File: src/sv/swa_pkg.sv
// Shared types and constants of the sliding window average core.
package swa_pkg;

  localparam int TIME_W    = 63;
  localparam int VALUE_W   = 32;
  localparam int SUM_W     = 38;
  localparam int MEAN_W    = 40;
  localparam int MEAN_FRAC = 8;
  localparam int CFG_W     = 7;

  localparam logic [CFG_W-1:0] CFG_RESET = 7'd5;

  typedef enum logic [2:0] {
    S_IDLE,
    S_READ,
    S_ADD,
    S_PREP,
    S_DIV,
    S_DONE
  } state_t;

  typedef struct packed {
    logic busy;
    logic done;
  } div_status_t;

endpackage

File: src/sv/swa_div.sv
// Bit-serial restoring divider for unsigned operands, one quotient bit per cycle.
module swa_div import swa_pkg::*; #(
  parameter int DW = 46,
  parameter int NW = 7
) (
  input  logic          clk,
  input  logic          rst,
  input  logic          start,
  input  logic [DW-1:0] dividend,
  input  logic [NW-1:0] divisor,
  output logic [DW-1:0] quotient,
  output div_status_t   status
);

  localparam int CNTW = $clog2(DW + 1);

  logic [DW-1:0]   dvd;
  logic [NW-1:0]   rem;
  logic [NW-1:0]   dsr;
  logic [CNTW-1:0] cnt;
  logic            busy;
  logic            done;

  logic [NW:0]   trial;
  logic [NW:0]   diff;
  logic          fits;
  logic [NW-1:0] rem_step;

  // The remainder stays below the divisor, so the shifted trial fits in NW+1 bits.
  always_comb begin
    trial    = {rem, dvd[DW-1]};
    fits     = trial >= {1'b0, dsr};
    diff     = trial - {1'b0, dsr};
    rem_step = fits ? diff[NW-1:0] : trial[NW-1:0];
  end

  always_ff @(posedge clk) begin
    if (rst) begin
      busy <= 1'b0;
      done <= 1'b0;
      cnt  <= '0;
    end else if (start) begin
      busy <= 1'b1;
      done <= 1'b0;
      cnt  <= CNTW'(DW);
    end else if (busy) begin
      cnt <= cnt - CNTW'(1);
      if (cnt == CNTW'(1)) begin
        busy <= 1'b0;
        done <= 1'b1;
      end
    end
  end

  // Quotient bits shift in at the bottom as dividend bits leave at the top.
  always_ff @(posedge clk) begin
    if (start) begin
      dvd <= dividend;
      rem <= '0;
      dsr <= divisor;
    end else if (busy) begin
      dvd <= {dvd[DW-2:0], fits};
      rem <= rem_step;
    end
  end

  assign quotient    = dvd;
  assign status.busy = busy;
  assign status.done = done;

endmodule

File: config.mk
export PLATFORM = sky130hd
export DESIGN_NAME = swa_div
export DESIGN_NICKNAME = d
export VERILOG_FILES = /design/src/sv/swa_pkg.sv /design/src/sv/swa_div.sv
export SDC_FILE = /design/constraint.sdc
export NUM_CORES = 1
export LEC_CHECK = 0
export BUFFER_PORTS_ARGS = -buffer_cell sky130_fd_sc_hd__buf_2
export CAP_MARGIN = 20
export CORE_UTILIZATION = 46
export DETAILED_ROUTE_END_ITERATION = 10
export PLACE_DENSITY = 0.73
export SKIP_LAST_GASP = 1
export SLEW_MARGIN = 30
export SYNTH_ARGS = -nofsm -noshare
export SYNTH_HDL_FRONTEND = slang
export SYNTH_SLANG_ARGS = --single-unit
File: constraint.sdc
create_clock -name clk -period 2.8 [get_ports clk]
set_clock_uncertainty 0.15 [all_clocks]
set_input_delay 0.7 -clock clk [delete_from_list [all_inputs] [get_ports clk]]
set_output_delay 0.7 -clock clk [all_outputs]
set_load 0.1 [all_outputs]
==> impl_results.md <==
- Metal2 WL: 3.163 mm
- Top cells by area, synth: edfxtp_1 (49%), mux2_2 (15%), dfxtp_1 (9.2%), ha_1 (3.4%), and3_1 (1.7%)
- DRT met1 WL: 2.925 mm
- Primary FF master, synth: edfxtp_1
- Largest net degree at the start of global routing: 30
- CP required: 2880 ps
- Slew Limit Fails: 0
- DR pass1 iterations: 4
- Register area share after synthesis: between 50% and 60%
- Start point of the critical path: dsr[0]$_DFFE_PP_
- Top-area cell type share of the netlist area: 48.57%
- Post-synthesis cell area: ~3300 µm²
- CP Cell Sequence: ha_4 -> fa_2 -> nand2b_4 -> a211o_1 -> and3_4 -> o31ai_1
- Commonest non-fill, non-tap cells in the layout: buf_2 (103), edfxtp_1 (53), mux2_2 (45)
- Clk slew on worst S/H paths: around 70 ps
- CTS max path bufs: 2
- Crit Path Max Fanout: 9
- Top sig layer: met4
- Aggregate global-route resource usage: roughly 19%
- Iteration-0 DRC Markers: roughly 160
- Count of state elements after synthesis: just under 70
- PwrDens: 707.7 nW/µm²
- Setup ws final: approximately 520 ps
- First-pass GRT wire length: around 11 mm
- Overall Power: between 2 and 3 mW
- CP Data Arrival Time: ~2400 ps
- CP Launch Type: flip-flop
- Post-Syn Area per Cell: between 10 and 15 µm²
- Drt via density: 5.182
- Core area: about 6800 µm²
- Peak supply drop: 376.6 µV
- Sum of negative setup slack: 0 ps
- Worst-margin pin slew: 503.3 ps
- Max incr delay on CP: approximately 420 ps
- Hold Crit Start: done$_SDFFE_PP0P_
- Number of I/O pins: ~100
- Vias in the first global route: approximately 2300
- Crit path kind: reg -> reg
- WHS Endpoint: done$_SDFFE_PP0P_
- Placed cells: approximately 430
- Outcome: finished clean
- CTS sink count: 68
- Post-DRT Antenna Nets: 0
- Post-CTS Resized: 0
- Min cycle time layout: about 2300 ps
- Slowest cell on crit path: edfxtp_1
- Fin crit share: around four fifths
- Vias: approximately 2300
- Crit end category: flip-flop
- Die height: approximately 86 µm
- Initial Util: a little under half
- EDFF count, synth: 53
- Flop2flop setup slack: ~520 ps
- # port buffers: roughly 100
- Hold Violations, Final: 0
- Worst R2R End: rem[4]$_SDFFE_PP0P_
- Worst hold path stage count: 2
- Metal3 WL: around 420 µm
- RSZ-0062 raised after global routing: false
- Asr flop ratio synth: 0%
- Synth warn: 0
- Cell taking the most area after synthesis: edfxtp_1
- Die width: approximately 86 µm
- Syn Inst Count: between 200 and 250
- Initial antenna violation count: 0
- Site row count: 30
- DRC: 0
- Max-cap viol count: 0
- Distinct cells, synth: between 40 and 50
- FMAX: roughly 440 MHz
- ANT cells: 0
- Root Driver: clkbuf_8
- Setup WS pre-CTS: 546.1 ps
- Final Net Count: a little over 400
- Worst hold path type: reg -> reg
- Pleak: approximately 1.7 nW
- Final setup viols: 0
- # hold bufs at CTS: 0
- # fillers: about 580
- Worst r2r path cells: 6
- Fin util: about three fifths
- Syn nets: 309
- Synth-to-layout area growth: 24.70%
- DP Area: a little under 4000 µm²
- Most common cell after layout, fill and taps aside: buf_2
- Layout cells sized above 1: around 51%
- CTS tree: done
- Max-Slew Margin vs Limit: about 67%
- Postcts setup bufs: 0
- Routability Congestion: a little over 0.8
- Fin cells: 450
- Post-DP HPWL: approximately 4.7 mm
- Clock latency on the worst-skew pair: roughly 330 ps
- FF-to-FF Start: dsr[0]$_DFFE_PP_
- Grt ovf: 0
- Die area: roughly 7500 µm²
- Min Hold Slack: ~360 ps
- Fin area: 4086 µm²
- Routed WL per cell: 14.66 µm
- CTS H-tree depth: 3
- CTS buffer count: 9
- DRT Wirelength: between 6 and 7 mm
logic make-up after synthesis:
group	after synthesis	synth area share (%)
AO/OA/AOI/OAI	38	8.705
adder cells (fa/ha/maj)	10	4.047
buffers and inverters	29	4.085
flip-flops	68	57.73
XOR/XNOR	8	2.138
multiplexers	45	15.46
AND/OR/NAND/NOR	45	7.828
worst max-delay path by stage:
stage	end	depth (start not counted)
after floorplan	rem[2]$_SDFFE_PP0P_	9
after global placement	rem[0]$_SDFFE_PP0P_	6
after detailed placement	rem[0]$_SDFFE_PP0P_	6
after CTS	rem[0]$_SDFFE_PP0P_	6
after global routing	rem[2]$_SDFFE_PP0P_	6
final	rem[4]$_SDFFE_PP0P_	6
critical path, delay by kind of cell (launching register included):
kind                       cells  cell delay [ps]
adders and majority gates      2              540
DFF                            1              420
AOI/OAI and AO/OA              2              640
and+or+nand+nor                2              430
metal layers:
layer  up-vias  track usage, %
met5         -               0
met4         0           6.364
met3        11           6.762
met2        73           29.58
met1      1119           23.42
li1       1129               -
power breakdown:
group | switching, mW | internal (mW) | leakage, nW
clock | 0.351 | 0.370 | 0.0867
sequential | 0.0522 | 1.20 | 0.655
combinational | 0.704 | 0.210 | 0.977
total | 1.11 | 1.78 | 1.72
flip-flops by register name, indices dropped and copies added (netlist names):
signal    flops
busy          1
cnt           6
quotient     46
rem           7
done          1
dsr           7
cell type report:
| type | instances | area [µm²] | area share (%) |
|---|---|---|---|
| inverter | 14 | 52.55 | 1.286 |
| timing repair buffer | 110 | 568.0 | 13.90 |
| clock buffer | 14 | 162.7 | 3.980 |
| tap | 96 | 120.1 | 2.939 |
| multi-input combinational | 146 | 1279 | 31.29 |
| clock inverter | 2 | 12.51 | 0.3062 |
| sequential | 68 | 1892 | 46.30 |
Yosys cell counts, types with 6 or more instances:
cell      count
a21oi_1       7
and3_1        9
edfxtp_1     53
xnor2_1       6
nand2_1       7
dfxtp_1      15
clkbuf_1      8
inv_1        14
ha_1          9
mux2_2       45
o21ai_0       7
(Power assumes the default switching activity.)
